--- src/rtl/hsrt_pkg.sv ---
// Shared types, codes and sizes for the hashed search result table.
// No dependencies; every other file in rtl except hsrt_ram imports this package.
`timescale 1ns / 1ps

package hsrt_pkg;

  // Table geometry (slot count must be a power of two)
  localparam int ENTRIES     = 1024;
  localparam int SLOT_W      = $clog2(ENTRIES);
  localparam int QUEUE_DEPTH = 2;
  localparam int QUEUE_AW    = $clog2(QUEUE_DEPTH);

  typedef logic [SLOT_W-1:0] slot_t;

  localparam slot_t SWEEP_LAST = slot_t'(ENTRIES - 1);

  // Item kinds
  localparam logic [1:0] KIND_PROBE = 2'd0;
  localparam logic [1:0] KIND_STORE = 2'd1;
  localparam logic [1:0] KIND_CLEAR = 2'd2;

  // Bound classes held with each entry
  localparam logic [1:0] SCORE_EXACT    = 2'd0;
  localparam logic [1:0] SCORE_AT_LEAST = 2'd1;
  localparam logic [1:0] SCORE_AT_MOST  = 2'd2;

  typedef struct packed {
    logic [1:0]         kind;
    logic [63:0]        hash;
    logic [7:0]         depth;
    logic signed [15:0] alpha;
    logic signed [15:0] beta;
    logic signed [15:0] score;
    logic [15:0]        move;
  } req_t;

  typedef struct packed {
    logic               key_match;
    logic               cutoff;
    logic signed [15:0] result_score;
    logic [15:0]        result_move;
  } rsp_t;

  // Classified item as it travels from front to back
  typedef struct packed {
    logic [1:0]         kind;
    logic [63:0]        hash;
    logic [7:0]         depth;
    logic signed [15:0] alpha;
    logic signed [15:0] beta;
    logic signed [15:0] score;
    logic [15:0]        move;
    logic [1:0]         bound;
  } cmd_t;

  // Per-slot info word
  typedef struct packed {
    logic               valid;
    logic [1:0]         bound;
    logic [7:0]         depth;
    logic signed [15:0] score;
    logic [15:0]        move;
  } info_t;

  typedef enum logic [1:0] {
    BK_SWEEP,
    BK_IDLE,
    BK_LOOKUP
  } back_state_t;

  // Slot index: low bits of the hash
  function automatic slot_t slot_of(input logic [63:0] hash);
    return hash[SLOT_W-1:0];
  endfunction

endpackage

--- src/rtl/hsrt_front.sv ---
// Front end: takes request transfers and classifies the bound of stores.
// Depends on hsrt_pkg.
`timescale 1ns / 1ps

module hsrt_front
  import hsrt_pkg::*;
(
  input  logic req_valid,
  output logic req_ready,
  input  req_t req,
  input  logic accept_ok,
  input  logic q_full,
  output logic q_push,
  output cmd_t q_wdata
);

  logic [1:0] bound;

  // Classify: lower if score reaches beta, upper if at or below alpha
  always_comb begin
    if (req.score >= req.beta) begin
      bound = SCORE_AT_LEAST;
    end else if (req.score <= req.alpha) begin
      bound = SCORE_AT_MOST;
    end else begin
      bound = SCORE_EXACT;
    end
  end

  // Push into the queue on each transfer
  assign req_ready = accept_ok && !q_full;
  assign q_push    = req_valid && req_ready;

  always_comb begin
    q_wdata.kind  = req.kind;
    q_wdata.hash  = req.hash;
    q_wdata.depth = req.depth;
    q_wdata.alpha = req.alpha;
    q_wdata.beta  = req.beta;
    q_wdata.score = req.score;
    q_wdata.move  = req.move;
    q_wdata.bound = bound;
  end

endmodule

--- config.mk ---
export PLATFORM = sky130hd
export DESIGN_NAME = hsrt_front
export DESIGN_NICKNAME = d
export VERILOG_FILES = /design/src/rtl/hsrt_pkg.sv /design/src/rtl/hsrt_front.sv
export SDC_FILE = /design/constraint.sdc
export NUM_CORES = 1
export LEC_CHECK = 0
export ABC_AREA = 0
export BUFFER_PORTS_ARGS = -buffer_cell sky130_fd_sc_hd__buf_2
export CAP_MARGIN = 30
export CORE_AREA = 2 2 110 112
export DETAILED_ROUTE_END_ITERATION = 10
export DIE_AREA = 0 0 112 114
export GPL_ROUTABILITY_DRIVEN = 0
export GPL_TIMING_DRIVEN = 0
export SETUP_SLACK_MARGIN = 0.02
export SLEW_MARGIN = 20
export SYNTH_ARGS = -nofsm -noshare
export SYNTH_HDL_FRONTEND = slang
export SYNTH_SLANG_ARGS = --single-unit
--- constraint.sdc ---
create_clock -name vclk -period 3
set_clock_uncertainty 0.05 [all_clocks]
set_input_delay 0.3 -clock vclk [all_inputs]
set_output_delay 0.3 -clock vclk [all_outputs]
set_load 0.005 [all_outputs]
==> results of run 1 <==
[cell type report]
class / count / share of cell area [%]
buffer: 138 / 33.95
timing repair buffer: 193 / 31.65
multi-input combinational: 84 / 24.44
tap: 147 / 6.027
inverter: 32 / 3.936
[per-stage QoR]
stage | total power, mW | util (%)
final | 0.3964 | 26.06
after global routing | 0.4434 | 26.06
after CTS | 0.4041 | 26.06
after detailed placement | 0.4024 | 26.06
after global placement | 0.3996 | 26.06
after floorplan | 0.2343 | -
[Yosys cell counts, types with 3 or more instances]
cell	instances	area, µm²
a21o_1	3	22.52
ha_1	32	400.4
nand4_1	6	37.54
buf_4	138	1036
inv_1	32	120.1
a21oi_1	13	65.06
nor2b_1	4	25.02
[per-layer routing]
layer | global-route usage [%] | vias to the layer above | routed length (µm)
li1 | - | 1071 | -
met1 | 9.135 | 863 | 2204
met2 | 17.45 | 140 | 3396
met3 | 1.541 | 0 | 687
met4 | 0 | 0 | 0
met5 | 0 | - | 0
[worst paths after layout]
path	to	cells past startpoint	start
worst min-delay path	q_wdata[73]	2	req[71]
worst max-delay path	q_wdata[1]	8	req[27]
[report_power, final]
group | internal (mW) | switching, mW | leakage (nW) | total [mW]
combinational | 0.247 | 0.149 | 1.95 | 0.396
clock | 0 | 0 | 0 | 0
sequential | 0 | 0 | 0 | 0
[worst max-delay path, cell delays in order]
cell,delay [ns]
buf_2,0.12
ha_1,0.32
nand4_1,0.17
nor3_1,0.08
a21boi_0,0.12
or4_1,0.54
a22oi_2,0.14
buf_2,0.15
[logic make-up after synthesis]
family	share of synthesized area [%]
buffers and inverters	60.79
adders and majority gates	21.05
AOI/OAI and AO/OA	8.618
and+or+nand+nor	9.540
==> impl_metrics.toml, run 1 <==
[final_layout]
stdcell_area_um2 = 3052
final_common_cell = "buf_2"
instances_no_fill = 594
fillCellCount = 1321
layout_common_cells = "buf_2, buf_4, inv_1, ha_1, a21oi_1"
fin_nets = 622
drive_gt1_share_pct = 75.17
seqCellArea_um2 = 0
diodes = 0
areaGrowthSynthToFinish_pct = 60.46
nClkBuffers = 0
multi_input_area_um2 = 745.7
nFlopsAndLatches = 0

[floorplan]
die_h_um = 114
dieArea_um2 = 12770
start_util_pct = 16.24
ios = 283
core-area_um2 = 11710
row_count = 40
die_x_um = 112

[global_route]
track_usage_pct = 8.324
grt_start_max_net_pins = 5
antenna_found_initial = 0
grt_overflow = 0
grt_pass1_wl_mm = 8.631
grt_pass1_vias = 1883

[worst_setup_path]
worst-path-max-fanout = 3
worstPathRequired_ns = 2.65
start_kind = "input pin"
cp_data_arrival_time_ns = 1.95
critPathKind = "input pin to primary output"
end_kind = "primary output"

[sta]
tightest_slew_ns = 0.3234
setup_slack_ns = 0.7023
finalSetupTns_ns = 0
finalCritPeriodShare_pct = 76.59
fmaxAchievable_ghz = 0.4352
relSlewSlack_pct = 78.24
hold_viol = 0
finalMaxSlewViolations = 0
timing.hold.ws_ns = 0.7150
setup_viol = 0
min_period_ns = 2.298
rsz0062_at_grt = "false"

[synth]
ys_types = 26
ys_seq_area_share_pct = 0
syn-cell-area_um2 = 1902
yosys_warnings = 0
syn_inst = 254
avgSynthCellArea_um2 = 7.487
syn_nets = 427

[hold_path]
hp-class = "input pin to primary output"

[run]
maxCapViolations = 0

[placed_design]
port_buffers = 193
placed_cells = 594
hpwl_mm = 6.046
place_area_um2 = 3052
place_ws_ns = 0.7101

[drt]
avgRoutedWirePerCell_um = 10.59
drt-total-wl_mm = 6.288
num_vias = 2074
ant_nets = 0
drcViolationCount = 0
drt-pass1-iter-count = 4
viasPerCell = 3.492
drtIter0Drc = 24

[power]
power_density_nw_per_um2 = 129.9
leakage_nw = 1.946
max-vdd-ir-drop_v = 0.00005017

[clock_tree]
cts_setup_buffers = 0
ctsHoldBuffers = 0
ctsResizeCount = 0

[outcome]
outcome = "complete, no violations"
(Power assumes the default switching activity.)
==> run 2: changes to the inputs <==
CORE_AREA = 2 2 111 113   (was 2 2 110 112)
DIE_AREA = 0 0 113 115   (was 0 0 112 114)
clock period = 1.9 ns   (was 3 ns; I/O delays follow)
==> run 2 against run 1 <==
  * The flow now finishes with violations (DRC, setup timing)
  * Count of clock-buffer cells in the layout is the same
  * Combinational power up 87%
  * Non-clock buffer count is 4 higher
  * Critical endpoint unchanged
  * Largest power group unchanged
==> impl_metrics.toml, run 2 (synthesis results as in run 1) <==
[placed_design]
place_area_um2 = 3052
place_ws_ns = -0.2087
placed_cells = 594
hpwl_mm = 5.183
port_buffers = 193

[outcome]
outcome = "complete, but fails checks"
violations = "DRC, setup timing"

[final_layout]
fin_nets = 626
nFlopsAndLatches = 0
instances_no_fill = 598
areaGrowthSynthToFinish_pct = 84.01
multi_input_area_um2 = 1059
seqCellArea_um2 = 0
fillCellCount = 1285
layout_common_cells = "buf_2, buf_4, inv_1"
nClkBuffers = 0
final_common_cell = "buf_2"
drive_gt1_share_pct = 84.04
diodes = 0
stdcell_area_um2 = 3500

[power]
power_density_nw_per_um2 = 211.4
leakage_nw = 1.991
max-vdd-ir-drop_v = 0.00006847

[global_route]
grt_start_max_net_pins = 5
grt_pass1_vias = 1724
antenna_found_initial = 0
grt_overflow = 0
track_usage_pct = 6.926
grt_pass1_wl_mm = 7.534

[sta]
rsz0062_at_grt = "true"
relSlewSlack_pct = 77.56
min_period_ns = 1.949
tightest_slew_ns = 0.3331
fmaxAchievable_ghz = 0.5130
setup_slack_ns = -0.04926
finalSetupTns_ns = -0.05932
finalMaxSlewViolations = 0
finalCritPeriodShare_pct = 102.6
setup_viol = 2
hold_viol = 0

[worst_setup_path]
cp_data_arrival_time_ns = 1.71
critPathKind = "input pin to primary output"
start_kind = "input pin"
end_kind = "primary output"
worstPathRequired_ns = 1.66
worst-path-max-fanout = 3

[floorplan]
ios = 283
row_count = 40
core-area_um2 = 11810
die_x_um = 113
dieArea_um2 = 13000
die_h_um = 115
start_util_pct = 16.10

[drt]
ant_nets = 0
drcViolationCount = 15
drt-pass1-iter-count = 7
drt-total-wl_mm = 5.907
viasPerCell = 3.569
drtIter0Drc = 35
avgRoutedWirePerCell_um = 9.878
num_vias = 2134

[hold_path]
hp-class = "input pin to primary output"

[run]
maxCapViolations = 0

[clock_tree]
ctsHoldBuffers = 0
==> run 2: cell count changes in the layout (fill, tap and decap cells not counted), moves of 4 or more <==
cell / before / now
buf_6: 0 / 12
buf_4: 138 / 142
buf_2: 193 / 179
inv_4: 0 / 4
inv_1: 32 / 22
inv_2: 0 / 6
ha_1: 32 / 11
ha_4: 0 / 20
==> run 2: critical path, cell delays in order <==
cell and delay (ns):
buf_2 0.12, ha_1 0.32, nand4_1 0.18, nor3_2 0.07, a21boi_1 0.14, or4_1 0.42
a22oi_2 0.12, buf_2 0.15
==> run 2: final cells by class <==
type	instances	share of cell area, %
timing repair buffer	197	31.18
multi-input combinational	84	30.25
buffer	138	29.60
tap	147	5.256
inverter	32	3.718
==> run 2: metal layers <==
metal	share of wire (%)	vias to the layer above	GRT usage (%)
li1	-	1081	-
met1	32	914	7.646
met2	58	139	15.17
met3	9.9	0	0.3163
met4	0	0	0
met5	0	-	0
==> run 2: final timing paths <==
check / startpoint / endpoint / slack [ns] / cells after the start
setup / recovery: req[22] / q_wdata[1] / -0.05 / 8
hold / removal: req[9] / q_wdata[11] / 0.50 / 2
==> run 2: power by group <==
group          switching [mW]  internal (mW)  total [mW]
clock network               0              0           0
registers                   0              0           0
logic                   0.274          0.466       0.740
total                   0.274          0.466       0.740
==> run 2: per-stage QoR <==
stage / util [%] / hold slack (ns) / total power [mW]
finish: 29.63 / 0.4953 / 0.7399
global route: 29.63 / 0.4985 / 0.8216
CTS: 27.08 / 0.4957 / 0.6683
detailed placement: 25.84 / 0.4959 / 0.6300
global placement: 25.84 / 0.4959 / 0.6245
floorplan: - / 0.3650 / 0.3700
==> run 2: what timing repair did <==
item	CTS	global route
pin swaps	9	20
setup endpoints to repair	2	2
buffers inserted	2	3
gates resized for setup	16	57
==> run 3: changes to the inputs <==
PLACE_DENSITY = 0.55   (was default)
SKIP_LAST_GASP = 1   (was default)
==> run 3 against run 2 <==
  * Final cell count decreased by 0.50%
  * Count of clock-buffer cells in the layout unchanged
  * Critical endpoint unchanged
  * Global-route usage increased by 0.077 points
  * The run still ends with DRC, setup timing left
  * Sequential share of layout area unchanged
  * Worst setup slack improved by 0.0015 ns
  * Wire length decreased by 0.85%
==> impl_metrics.toml, run 3 (synthesis results as in run 1) <==
[floorplan]
die_x_um = 113
row_count = 40
dieArea_um2 = 13000
die_h_um = 115
start_util_pct = 16.10
ios = 283
core-area_um2 = 11810

[worst_setup_path]
critPathMaxStageDelay_ns = 0.54
worstPathRequired_ns = 1.66
crit_slowest_cell = "or4_1"
cp.buffers_inverters = 3
critPathKind = "input pin to primary output"
end_kind = "primary output"
path_cells = "buf_2 -> inv_1 -> ha_4 -> a21o_1 -> nand3_1 -> a21oi_1 -> or4_1 -> a22oi_2 -> buf_2"
worst-path-max-fanout = 2
cp_data_arrival_time_ns = 1.71
path_common_cell = "buf_2"
start_kind = "input pin"
critical_path.top_delay_family = "simple AND/OR/NAND/NOR gates"

[sta]
finalSetupTns_ns = -0.06963
fmaxAchievable_ghz = 0.5134
min_period_ns = 1.948
rsz0062_at_grt = "true"
setup_slack_ns = -0.04777
relSlewSlack_pct = 77.69
finalCritPeriodShare_pct = 102.5
finalMaxSlewViolations = 0
tightest_slew_ns = 0.3312
hold_viol = 0
setup_viol = 2

[global_route]
antenna_found_initial = 0
grt_overflow = 0
track_usage_pct = 7.003
grt_pass1_vias = 1760
grt_pass1_wl_mm = 7.645
grt_start_max_net_pins = 5

[drt]
viasPerCell = 3.615
drt-pass1-iter-count = 7
drt-total-wl_mm = 5.857
drcViolationCount = 16
drtIter0Drc = 40
avgRoutedWirePerCell_um = 9.844
num_vias = 2151
ant_nets = 0

[final_layout]
layout_common_cells = "buf_2, buf_4, inv_1"
nClkBuffers = 0
stdcell_area_um2 = 3348
instances_no_fill = 595
nFlopsAndLatches = 0
drive_gt1_share_pct = 81.47
fin_nets = 623
seqCellArea_um2 = 0
areaGrowthSynthToFinish_pct = 76.05
final_common_cell = "buf_2"
diodes = 0

[placed_design]
hpwl_mm = 5.208
place_area_um2 = 3052
place_ws_ns = -0.2123
port_buffers = 193
placed_cells = 594

[power]
max-vdd-ir-drop_v = 0.00007722
power_density_nw_per_um2 = 213.2
total_power_mw = 0.7137
leakage_nw = 1.962

[outcome]
outcome = "complete, but fails checks"
violations = "DRC, setup timing"

[run]
maxCapViolations = 0

[hold_path]
hp-class = "input pin to primary output"
## run 3: cell count changes in the layout (fill, tap and decap cells not counted), sizes merged
cell	change
buf	-3
## run 3: final cells by class
class / count / area, µm²
multi-input cells: 84 / 1005
inverters: 32 / 122.6
plain buffers: 138 / 1036
well taps: 147 / 183.9
fillers: 1275 / 8463
repair buffers: 194 / 1001
## run 3: what timing repair did
| item | in CTS | in global routing |
|---|---|---|
| hold buffers | 0 | 0 |
| buffers inserted | 1 | 0 |
| resized for setup | 22 | 20 |
| pin swaps | 10 | 5 |
| endpoints found under the setup margin | 2 | 2 |
## run 3: power breakdown
part	total [mW]	switching, mW	internal [mW]
clock	0	0	0
sequential	0	0	0
combinational	0.714	0.270	0.443
## run 3: path summary, 6_finish.rpt
kind | from | endpoint | slack, ns | cells after the start
max | req[57] | q_wdata[1] | -0.05 | 9
min | req[88] | q_wdata[90] | 0.49 | 2
## run 3: through the flow
step | hold WS (ns) | util, %
2_1_floorplan | 0.3650 | -
3_3_place_gp | 0.4975 | 25.84
6_report | 0.4950 | 28.35
3_5_place_dp | 0.4962 | 25.84
4_1_cts | 0.4962 | 27.46
5_1_grt | 0.4984 | 28.35
## run 3: layer usage
layer	global-route usage [%]	vias up	share of wire (%)
li1	-	1076	-
met4	0	0	0
met3	0.2636	0	10
met2	15.85	139	57
met1	7.362	936	33
met5	0	-	0
