<file path="src/rtl/hsrt_pkg.sv">
// Shared types, codes and sizes for the hashed search result table.
// No dependencies; every other file in rtl except hsrt_ram imports this package.
`timescale 1ns / 1ps

package hsrt_pkg;

  // Table geometry (slot count must be a power of two)
  localparam int ENTRIES     = 1024;
  localparam int SLOT_W      = $clog2(ENTRIES);
  localparam int QUEUE_DEPTH = 2;
  localparam int QUEUE_AW    = $clog2(QUEUE_DEPTH);

  typedef logic [SLOT_W-1:0] slot_t;

  localparam slot_t SWEEP_LAST = slot_t'(ENTRIES - 1);

  // Item kinds
  localparam logic [1:0] KIND_PROBE = 2'd0;
  localparam logic [1:0] KIND_STORE = 2'd1;
  localparam logic [1:0] KIND_CLEAR = 2'd2;

  // Bound classes held with each entry
  localparam logic [1:0] SCORE_EXACT    = 2'd0;
  localparam logic [1:0] SCORE_AT_LEAST = 2'd1;
  localparam logic [1:0] SCORE_AT_MOST  = 2'd2;

  typedef struct packed {
    logic [1:0]         kind;
    logic [63:0]        hash;
    logic [7:0]         depth;
    logic signed [15:0] alpha;
    logic signed [15:0] beta;
    logic signed [15:0] score;
    logic [15:0]        move;
  } req_t;

  typedef struct packed {
    logic               key_match;
    logic               cutoff;
    logic signed [15:0] result_score;
    logic [15:0]        result_move;
  } rsp_t;

  // Classified item as it travels from front to back
  typedef struct packed {
    logic [1:0]         kind;
    logic [63:0]        hash;
    logic [7:0]         depth;
    logic signed [15:0] alpha;
    logic signed [15:0] beta;
    logic signed [15:0] score;
    logic [15:0]        move;
    logic [1:0]         bound;
  } cmd_t;

  // Per-slot info word
  typedef struct packed {
    logic               valid;
    logic [1:0]         bound;
    logic [7:0]         depth;
    logic signed [15:0] score;
    logic [15:0]        move;
  } info_t;

  typedef enum logic [1:0] {
    BK_SWEEP,
    BK_IDLE,
    BK_LOOKUP
  } back_state_t;

  // Slot index: low bits of the hash
  function automatic slot_t slot_of(input logic [63:0] hash);
    return hash[SLOT_W-1:0];
  endfunction

endpackage

</file>
<file path="src/rtl/hsrt_queue.sv">
// Short FIFO of classified items between front and back.
// Depends on hsrt_pkg.
`timescale 1ns / 1ps

module hsrt_queue
  import hsrt_pkg::*;
(
  input  logic clk,
  input  logic rst,
  input  logic push,
  input  cmd_t wdata,
  output logic full,
  input  logic pop,
  output logic valid,
  output cmd_t rdata
);

  cmd_t                slots [QUEUE_DEPTH];
  logic [QUEUE_AW-1:0] wr_ptr;
  logic [QUEUE_AW-1:0] rd_ptr;
  logic [QUEUE_AW:0]   count;

  assign full  = (count == (QUEUE_AW + 1)'(QUEUE_DEPTH));
  assign valid = (count != '0);
  assign rdata = slots[rd_ptr];

  // Advance pointers and occupancy
  always_ff @(posedge clk) begin
    if (rst) begin
      wr_ptr <= '0;
      rd_ptr <= '0;
      count  <= '0;
    end else begin
      if (push) begin
        wr_ptr <= wr_ptr + 1'b1;
      end
      if (pop) begin
        rd_ptr <= rd_ptr + 1'b1;
      end
      if (push && !pop) begin
        count <= count + 1'b1;
      end else if (pop && !push) begin
        count <= count - 1'b1;
      end
    end
  end

  // Hold item payloads
  always_ff @(posedge clk) begin
    if (push) begin
      slots[wr_ptr] <= wdata;
    end
  end

endmodule

</file>
<file path="config.mk">
export PLATFORM = sky130hd
export DESIGN_NAME = hsrt_queue
export DESIGN_NICKNAME = d
export VERILOG_FILES = /design/src/rtl/hsrt_pkg.sv /design/src/rtl/hsrt_queue.sv
export SDC_FILE = /design/constraint.sdc
export NUM_CORES = 1
export LEC_CHECK = 0
export BUFFER_PORTS_ARGS = -buffer_cell sky130_fd_sc_hd__clkbuf_2
export CORE_ASPECT_RATIO = 1.5
export CORE_MARGIN = 2
export CORE_UTILIZATION = 59
export CTS_BUF_LIST = sky130_fd_sc_hd__clkbuf_8
export DETAILED_ROUTE_END_ITERATION = 6
export GPL_ROUTABILITY_DRIVEN = 0
export GPL_TIMING_DRIVEN = 0
export PLACE_DENSITY = 0.88
export SYNTH_ARGS = -nofsm -noshare
export SYNTH_HDL_FRONTEND = slang
export SYNTH_SLANG_ARGS = --single-unit
</file>
<file path="constraint.sdc">
create_clock -name clk -period 28.8 [get_ports clk]
set_clock_uncertainty 0.15 [all_clocks]
set_input_delay 8.64 -clock clk [delete_from_list [all_inputs] [get_ports clk]]
set_output_delay 8.64 -clock clk [all_outputs]
set_load 0.1 [all_outputs]
</file>
==> summary.md, run 1 <==
| Metric | Value |
|---|---|
| Commonest register cell after synthesis | edfxtp_1 |
| Pwr Total | 1.04 mW |
| Setup TNS | 0 ps |
| Die area | 19300 um2 |
| Top cells by count, synth | edfxtp_1, mux2_4, mux2_2 |
| Die Wd | 114 um |
| Initial Util | 60.0% |
| Status | completed |
| Slew HR | 43.5% |
| Routed vias | 5543 |
| Drt via density | 5.33 |
| Layout area overhead | 23.9% |
| Die H | 169 um |
| Grt total ovfl | 0 |
| Final setup fails | 0 |
| Clk pwr share | 26.8% |
| P_int | 0.680 mW |
| CTS-repair resized insts | 0 |
| Post-DRT Antenna Nets | 0 |
| Clk pin slew, worst setup/hold paths | 60 ps |
| Netlist cell types | 18 |
| NumNets Final | 938 |
| Share of cells above drive strength 1 | 60.7% |
| Multi-input logic area | 2070 um2 |
| Dominant cells by area after synthesis | edfxtp_1, mux2_4, mux2_2, buf_6, dfxtp_1 |
| Highest clock rate | 92.3 MHz |
| Cell Area, Synth | 10700 um2 |
| CP Capture Type | primary output |
| Avg Synthesized Cell Area | 23.4 um2 |
| Setup CP Type | reg2out |
| Pin count of the biggest net entering global routing | 62 |
| Clock Latency Late Sink | 520 ps |
| FF-to-FF End | slots[0][112]$_DFFE_PP_ |
| Pwr/cell area | 78.2 nW/um2 |
| Synthesis Warnings | 0 |
| Worst Hold Depth | 2 |
| Seq/Total Area, Yosys | 79.3% |
| H-tree depth | 2 |
| Root buffer cell | clkbuf_8 |
| Worst-Margin Slew | 845 ps |
| Post-Syn Instances | 458 |
| Minimum clock period | 10840 ps |
| Flop and latch count out of synthesis | 285 |
| Initial antenna violation count | 4 |
| Hold buffers post-CTS | 0 |
| Clock Path Buffers | 3 |
| Reg2reg path depth | 3 |
| Post-CTS setup buffers | 0 |
| Setup ws final | 17960 ps |
| First-pass GRT wire length | 31000 um |
| Asr flop ratio synth | 0% |
| Synth area leader | edfxtp_1 |
| DP HPWL | 14800 um |
| Filler cells | 1050 |
| Pre-CTS setup slack | 18240 ps |
| Worst hold endpoint | rd_ptr$_SDFFE_PP0P_ |
| CP max FO | 10 |
| Sequential power share | 47.2% |
| Worst Hold Class | reg2reg |
| DR WL/cell | 20.3 um |
| # port buffers | 285 |
| Leak | 5.38 nW |
| DRC errors left | 0 |
| Drt total wl | 21200 um |
| Area share of the largest cell type after synthesis | 78.4% |
| Core box area | 17900 um2 |
| First-pass DRT Iterations | 4 |
| CTS buffer count | 42 |
| Combinational share of power | 25.9% |
| Rows | 60 |
| Gr usage total | 21.3% |
| Post-synth EDFFs | 280 |
| Switching Share | 34.6% |
| Post-Syn Nets | 603 |
| Final period util | 37.6% |
| CP arrival | 2050 ps |
| Clock sinks | 285 |
| R2R Path Start | wr_ptr$_SDFFE_PP0P_ |
| Max Cap Viol | 0 |
| Startpoint Class | flop |
| Number of global-route vias before repair | 6017 |
| Drt initial violations | 292 |
| CTS tree | yes |
| Worst VDD drop | 58.4 uV |
| Reg2Reg Setup Slack | 26720 ps |
| Ports | 286 |
| Worst Path Required | 20010 ps |
| Max Slew Vio Count | 0 |
| RSZ-0062 raised after global routing | no |
| Sw Pwr | 0.360 mW |
| Final Hold Fails | 0 |
| Final core occ | 74.4% |
| Seq. cell area | 8510 um2 |
| Min-delay src | rd_ptr$_SDFFE_PP0P_ |
| Count leader, synth | edfxtp_1 |
==> per-stage QoR <==
step	cell area (um2)	hold slack [ps]	instances
after CTS	13300	389	1039
after global placement	12400	336	960
after detailed placement	12600	372	966
final	13300	383	1040
after global routing	13300	420	1040
after floorplan	10700	306	458
==> worst max-delay path: stages (launching register included) <==
cell	delay, ps
dfxtp_1	320
buf_6	120
buf_8	170
buf_6	210
mux2_4	330
clkbuf_2	380
==> final cells by class <==
type	count	share of cell area, %
repair buffers	291	11.8
plain buffers	16	1.20
well taps	217	2.04
diodes	1	0.0188
clock buffers	42	4.35
inverters	1	0.0282
multi-input cells	156	15.5
clock inverters	31	1.04
flip-flops and latches	285	64.0
==> cells by family after synthesis <==
family | count (synthesis) | share of synthesized area, %
AO/OA/AOI/OAI | 2 | 0.0932
XOR/XNOR | 4 | 0.327
adder cells (fa/ha/maj) | 1 | 0.117
buffers and inverters | 17 | 1.52
flip-flops | 285 | 79.3
multiplexers | 140 | 18.2
AND/OR/NAND/NOR | 9 | 0.432
==> metal layers <==
| layer | up-vias | track usage [%] | routed length (um) |
|---|---|---|---|
| met2 | 235 | 39.0 | 11800 |
| met1 | 2732 | 21.7 | 6970 |
| li1 | 2506 | - | - |
| met4 | 6 | 10.2 | 835 |
| met3 | 64 | 6.82 | 1550 |
| met5 | - | 0 | 34 |
==> cell usage in the layout, fill, tap and decap left out <==
master and count:
clkinv_1 9, clkinvlp_4 2, clkinv_2 3, nor2_1 4
clkinv_4 1, mux2_2 40, edfxtp_1 280, inv_6 1
clkbuf_8 42, ha_1 1, diode_2 1, a21oi_1 1
buf_8 1, and2_4 1, or3_1 1, or2_2 1
buf_6 11, buf_16 3, mux2_4 100, nor2b_4 1
buf_2 4, xor2_1 2, xnor2_1 2, clkbuf_2 285
dfxtp_1 5, inv_1 16, buf_12 3, o21ai_0 1
nor2b_1 1
==> how the worst max path moves through the flow <==
| stage | end | slack, ps | cells past startpoint |
|---|---|---|---|
| after floorplan | slots[0][0]$_DFFE_PP_ | 13290 | 1 |
| after CTS | rdata[40] | 17900 | 5 |
| after global placement | slots[0][109]$_DFFE_PP_ | 10400 | 2 |
| after global routing | rdata[96] | 17870 | 5 |
| after detailed placement | slots[0][112]$_DFFE_PP_ | 18240 | 4 |
| final | rdata[96] | 17960 | 5 |
==> power by group through the flow <==
stage,clock [mW],combinational [mW],sequential (mW)
detailed placement,0,0.270,0.500
CTS,0.288,0.271,0.491
floorplan,0,0.225,0.502
global route,0.303,0.277,0.493
global placement,0,0.262,0.505
finish,0.279,0.270,0.491
==> state kept, by name, summed over array words and instances, names as in the netlist, named ones only <==
name and flops:
slots 280, count 2, rd_ptr 1, wr_ptr 1
Note: power is estimated with default switching activity, not from simulation.
==> run 2, diff against run 1 <==
--- a/config.mk
+++ b/config.mk
@@ -8,12 +8,12 @@
 export BUFFER_PORTS_ARGS = -buffer_cell sky130_fd_sc_hd__clkbuf_2
 export CORE_ASPECT_RATIO = 1.5
 export CORE_MARGIN = 2
-export CORE_UTILIZATION = 59
+export CORE_UTILIZATION = 54
 export CTS_BUF_LIST = sky130_fd_sc_hd__clkbuf_8
 export DETAILED_ROUTE_END_ITERATION = 6
 export GPL_ROUTABILITY_DRIVEN = 0
 export GPL_TIMING_DRIVEN = 0
-export PLACE_DENSITY = 0.88
+export PLACE_DENSITY = 0.82
 export SYNTH_ARGS = -nofsm -noshare
 export SYNTH_HDL_FRONTEND = slang
 export SYNTH_SLANG_ARGS = --single-unit
==> constraint.sdc (replaced) <==
create_clock -name clk -period 10 [get_ports clk]
set_clock_uncertainty 0.15 [all_clocks]
set_input_delay 3 -clock clk [delete_from_list [all_inputs] [get_ports clk]]
set_output_delay 3 -clock clk [all_outputs]
set_load 0.1 [all_outputs]
==> run 2 against run 1 <==
Flip-flop and latch count unchanged. Critical path depth unchanged. Combinational power increased to 2.9 times the previous value. Clock power increased to 2.8 times the previous value. Register-to-register slack got worse by 19000 ps. Via count decreased by 1.6%.
==> summary.md, run 2 (synthesis results as in run 1) <==
| Metric | Value |
|---|---|
| Final Cell Area | 13400 um2 (was 13300 um2) |
| Die H | 177 um (was 169 um) |
| Pwr/cell area | 223 nW/um2 (was 78.2 nW/um2) |
| Startpoint Class | flop (unchanged) |
| CP Capture Type | primary output (unchanged) |
| Worst hold endpoint | count[1]$_SDFFE_PP0P_ (was rd_ptr$_SDFFE_PP0P_) |
| Reg2reg path depth | 2 (was 3) |
| Gr usage total | 18.6% (was 21.3%) |
| Final period util | 52.0% |
| Die Wd | 119 um (was 114 um) |
| Drt initial violations | 260 (was 292) |
| Root buffer cell | clkbuf_8 (unchanged) |
| Min-delay src | count[1]$_SDFFE_PP0P_ (was rd_ptr$_SDFFE_PP0P_) |
| DRC errors left | 0 (unchanged) |
| Worst Path Required | 6850 ps (was 20010 ps) |
| Multi-input logic area | 2070 um2 (unchanged) |
| Clock Path Buffers | 3 (unchanged) |
| Initial antenna violation count | 4 (unchanged) |
| Post-CTS setup buffers | 0 (unchanged) |
| Core box area | 19600 um2 (was 17900 um2) |
| Die area | 21000 um2 (was 19300 um2) |
| Worst VDD drop | 193 uV (was 58.4 uV) |
| Seq. cell area | 8510 um2 (unchanged) |
| Worst Hold Class | reg2reg (unchanged) |
| Pin count of the biggest net entering global routing | 53 (was 62) |
| CP arrival | 2050 ps (about the same) |
| Worst Hold Depth | 2 (unchanged) |
| Rows | 63 (was 60) |
| DR WL/cell | 18.8 um (was 20.3 um) |
| NumNets Final | 940 (was 938) |
| CTS tree | yes (unchanged) |
| Filler cells | 1273 (was 1050) |
| Clock Latency Late Sink | 520 ps (about the same) |
| Clk pin slew, worst setup/hold paths | 60 ps (about the same) |
| Biggest regs | slots (280), count (2) (unchanged) |
| Drt total wl | 20300 um (was 21200 um) |
| Max Slew Vio Count | 0 (unchanged) |
| H-tree depth | 2 (unchanged) |
| Reg2Reg Setup Slack | 8110 ps (was 26720 ps) |
| Post-DRT Antenna Nets | 0 (unchanged) |
| Drt via density | 5.04 (was 5.33) |
| Most frequent cells in the layout | clkbuf_2, edfxtp_1, mux2_4, clkbuf_8, mux2_2 (unchanged) |
| Share of cells above drive strength 1 | 61.0% (was 60.7%) |
| Initial Util | 54.7% (was 60.0%) |
| CP max FO | 10 (unchanged) |
| Hold buffers post-CTS | 0 (unchanged) |
| Final setup fails | 0 (unchanged) |
| Max Cap Viol | 0 (unchanged) |
| Leak | 5.38 nW (about the same) |
| Worst-Margin Slew | 659 ps (was 845 ps) |
| RSZ-0062 raised after global routing | no (unchanged) |
| DP HPWL | 14400 um (was 14800 um) |
| Setup TNS | 0 ps (unchanged) |
| Clock sinks | 285 (unchanged) |
| Status | completed (unchanged) |
| Max reg flops | 280 (unchanged) |
| CTS buffer count | 43 (was 42) |
| FF-to-FF End | slots[1][74]$_DFFE_PP_ (was slots[0][112]$_DFFE_PP_) |
| Highest clock rate | 192 MHz |
| # port buffers | 285 (unchanged) |
| CTS-repair resized insts | 0 (unchanged) |
| Routed vias | 5456 (was 5543) |
| Number of global-route vias before repair | 5911 (was 6017) |
| Final Hold Fails | 0 (unchanged) |
| Commonest non-fill, non-tap cell in the layout | clkbuf_2 (unchanged) |
| Hold WS | 400 ps (was 383 ps) |
| Layout area overhead | 24.6% (was 23.9%) |
| First-pass GRT wire length | 30100 um (was 31000 um) |
| First-pass DRT Iterations | 4 (unchanged) |
| Minimum clock period | 5200 ps |
| Slew HR | 56.1% (was 43.5%) |
| Setup CP Type | reg2out (unchanged) |
| Ports | 286 (unchanged) |
| R2R Path Start | wr_ptr$_SDFFE_PP0P_ (unchanged) |
| Cell area after placement | 12700 um2 (was 12600 um2) |
| Grt total ovfl | 0 (unchanged) |
| Most flops, register | slots (unchanged) |
-- run 2: cell count changes in the layout (fill, tap and decap cells not counted) --
cell and delta:
buf_16 +1, clkbuf_8 +1, clkinv_1 +2, clkinv_2 +2
clkinv_4 -1, clkinvlp_4 -1, diode_2 +2, inv_1 -5
inv_6 -1
-- run 2: stage by stage --
stage / util (%) / total power [mW] / instances / worst slack (ps)
2_1_floorplan: - / 2.09 / 458 / 131
3_3_place_gp: 63.6 / 2.21 / 1003 / -2920
3_5_place_dp: 64.5 / 2.22 / 1010 / 5310
4_1_cts: 68.1 / 3.01 / 1080 / 4730
5_1_grt: 68.1 / 3.08 / 1080 / 4700
6_report: 68.1 / 2.98 / 1083 / 4800
-- run 2: how the worst max path moves through the flow --
stage | from | to | slack, ps | depth (start not counted)
2_1_floorplan | push | slots[0][0]$_DFFE_PP_ | 130 | 1
3_3_place_gp | push | slots[0][38]$_DFFE_PP_ | -2920 | 2
3_5_place_dp | flop | rdata[87] | 5310 | 5
4_1_cts | flop | rdata[87] | 4730 | 5
5_1_grt | flop | rdata[118] | 4700 | 5
6_report | flop | rdata[87] | 4800 | 5
-- run 2: layer usage --
| metal | routed length, um | vias to the layer above | track usage (%) |
|---|---|---|---|
| met4 | 976 | 2 | 9.33 |
| met1 | 6650 | 2654 | 18.4 |
| met2 | 11200 | 226 | 35.2 |
| met3 | 1450 | 71 | 5.12 |
| met5 | 13 | - | 0 |
| li1 | - | 2503 | - |
-- run 2: cell type report --
type	count	area share [%]
antenna	3	0.0562
buffer	16	1.19
clock buffer	43	4.43
clock inverter	27	0.833
inverter	1	0.0281
multi-input combinational	156	15.5
sequential	285	63.6
tap	260	2.43
timing repair buffer	292	11.9
-- run 2: power by group --
| part | total (mW) | switching (mW) | internal [mW] |
|---|---|---|---|
| Clock | 0.792 | 0.395 | 0.397 |
| Combinational | 0.776 | 0.605 | 0.171 |
| Sequential | 1.41 | 0.0189 | 1.39 |
| Total | 2.98 | 1.02 | 1.96 |
-- run 2: critical path: stages (launching register included) --
cell	delay, ps
dfxtp_1	330
buf_6	110
buf_8	170
buf_6	210
mux2_4	320
clkbuf_2	380
==> run 3, diff against run 2 <==
==> constraint.sdc (replaced) <==
create_clock -name clk -period 5.4 [get_ports clk]
set_clock_uncertainty 0.15 [all_clocks]
set_input_delay 1.62 -clock clk [delete_from_list [all_inputs] [get_ports clk]]
set_output_delay 1.62 -clock clk [all_outputs]
set_load 0.1 [all_outputs]
==> run 3 against run 2 <==
Global-route usage shrank 0.28 points. Core utilization shrank 0.17 points. Flip-flop and latch count is the same. Design area shrank 0.24%.
==> summary.md, run 3 (synthesis results as in run 1) <==
| Metric | Value |
|---|---|
| Commonest non-fill, non-tap cell in the layout | clkbuf_2 (unchanged) |
| Share of cells above drive strength 1 | 60.7% (was 61.0%) |
| Ports | 286 (unchanged) |
| CP most frequent cell | buf_6 (unchanged) |
| CP cell instances | buf_6 > buf_8 > buf_6 > mux2_4 > clkbuf_2 (unchanged) |
| Reg2Reg Setup Slack | 3560 ps (was 8110 ps) |
| CTS buffer count | 40 (was 43) |
| Final Hold Fails | 0 (unchanged) |
| CP arrival | 2060 ps (was 2050 ps) |
| Slowest stage delay, CP | 370 ps (was 380 ps) |
| Fin cells | 1075 (was 1083) |
| Die H | 177 um (unchanged) |
| RSZ-0062 raised after global routing | no (unchanged) |
| CTS tree | yes (unchanged) |
| Worst VDD drop | 383 uV (was 193 uV) |
| Clk pin slew, worst setup/hold paths | 60 ps (about the same) |
| Root buffer cell | clkbuf_8 (unchanged) |
| Highest clock rate | 261 MHz |
| Number of global-route vias before repair | 5922 (was 5911) |
| Crit-path slowest cell | clkbuf_2 (unchanged) |
| Critical Path End | rdata[76] (was rdata[87]) |
| H-tree depth | 2 (unchanged) |
| Die Wd | 119 um (unchanged) |
| Worst Hold Class | reg2reg (unchanged) |
| Setup CP Type | reg2out (unchanged) |
| Core box area | 19600 um2 (unchanged) |
| Max reg flops | 280 (unchanged) |
| DP HPWL | 14300 um (was 14400 um) |
| Initial antenna violation count | 0 (was 4) |
| First-pass GRT wire length | 29500 um (was 30100 um) |
| Most flops, register | slots (unchanged) |
| Drt via density | 5.06 (was 5.04) |
| Dpl cells | 1009 (was 1010) |
| Rows | 63 (unchanged) |
| Initial Util | 54.7% (unchanged) |
| NumNets Final | 936 (was 940) |
| Status | completed (unchanged) |
| Pwr/cell area | 416 nW/um2 (was 223 nW/um2) |
| Minimum clock period | 3830 ps |
| Worst Path Required | 3630 ps (was 6850 ps) |
| CP max FO | 10 (unchanged) |
| Grt total ovfl | 0 (unchanged) |
| Gr usage total | 18.4% (was 18.6%) |
| Layout area overhead | 24.3% (was 24.6%) |
| FF-to-FF End | slots[1][90]$_DFFE_PP_ (was slots[1][74]$_DFFE_PP_) |
| Pin count of the biggest net entering global routing | 52 (was 53) |
| # port buffers | 285 (unchanged) |
| Diode count | 0 (was 3) |
| Die area | 21000 um2 (unchanged) |
| Biggest regs | slots (280), count (2) (unchanged) |
| Drt total wl | 19800 um (was 20300 um) |
| Routed vias | 5436 (was 5456) |
| Max Cap Viol | 0 (unchanged) |
| Hold buffers post-CTS | 0 (unchanged) |
| Drt initial violations | 338 (was 260) |
| Clock Latency Late Sink | 510 ps (was 520 ps) |
| Worst-Margin Slew | 615 ps (was 659 ps) |
| Final period util | 70.8% |
| Clock sinks | 285 (unchanged) |
| Post-CTS setup buffers | 0 (unchanged) |
| Setup TNS | 0 ps (unchanged) |
| Leak | 5.39 nW (was 5.38 nW) |
| R2R Path Start | wr_ptr$_SDFFE_PP0P_ (unchanged) |
| Final setup fails | 0 (unchanged) |
| Clock Path Buffers | 3 (unchanged) |
| Startpoint Class | flop (unchanged) |
| CP Capture Type | primary output (unchanged) |
| DRC errors left | 0 (unchanged) |
| Reg2reg path depth | 2 (unchanged) |
| DR WL/cell | 18.5 um (was 18.8 um) |
| Post-DRT Antenna Nets | 0 (unchanged) |
| Most frequent cells in the layout | clkbuf_2, edfxtp_1, mux2_4, clkbuf_8, mux2_2 (unchanged) |
| Max Slew Vio Count | 0 (unchanged) |
| Slew HR | 59.0% (was 56.1%) |
| First-pass DRT Iterations | 4 (unchanged) |
| CTS-repair resized insts | 0 (unchanged) |
## run 3: through the flow
stage	power [mW]	instance area, um2	util [%]	setup WS (ps)	hold WS, ps
global placement	4.06	12500	63.6	71.0	337
detailed placement	4.10	12600	64.3	2080	348
finish	5.55	13300	67.9	1570	368
CTS	5.61	13300	67.9	1490	367
global route	5.72	13300	67.9	1480	418
floorplan	3.86	10700	-	1090	306
## run 3: critical path: cells and delay by family, from the launching register on
| family | cells | cell delay, ps |
|---|---|---|
| flip-flops | 1 | 320 |
| multiplexers | 1 | 320 |
| buffers and inverters | 4 | 870 |
## run 3: final cells by class
type	instances	area (um2)
tap	260	325
inverter	1	3.75
clock buffer	41	564
clock inverter	25	149
fill	1252	6290
timing repair buffer	291	1560
buffer	16	159
multi-input combinational	156	2070
sequential	285	8510
## run 3: worst min path at each step
stage	cells past startpoint	endpoint	start
final	2	rd_ptr$_SDFFE_PP0P_	rd_ptr$_SDFFE_PP0P_
after global routing	2	count[1]$_SDFFE_PP0P_	count[1]$_SDFFE_PP0P_
after CTS	2	flop	rd_ptr$_SDFFE_PP0P_
after detailed placement	2	flop	rd_ptr$_SDFFE_PP0P_
after global placement	2	count[1]$_SDFFE_PP0P_	count[1]$_SDFFE_PP0P_
after floorplan	2	count[1]$_SDFFE_PP0P_	count[1]$_SDFFE_PP0P_
## run 3: report_power, final
group	switching (mW)	internal, mW	total (mW)
combinational	1.11	0.312	1.42
sequential	0.0353	2.58	2.62
clock	0.710	0.794	1.50
total	1.86	3.69	5.55
## run 3: per-layer routing
layer | global-route usage, % | share of wire, % | wire [um]
met1 | 17.1 | 32 | 6420
met2 | 35.6 | 57 | 11200
met3 | 5.41 | 7.2 | 1430
met4 | 9.28 | 3.8 | 760
met5 | 0 | 0 | 0
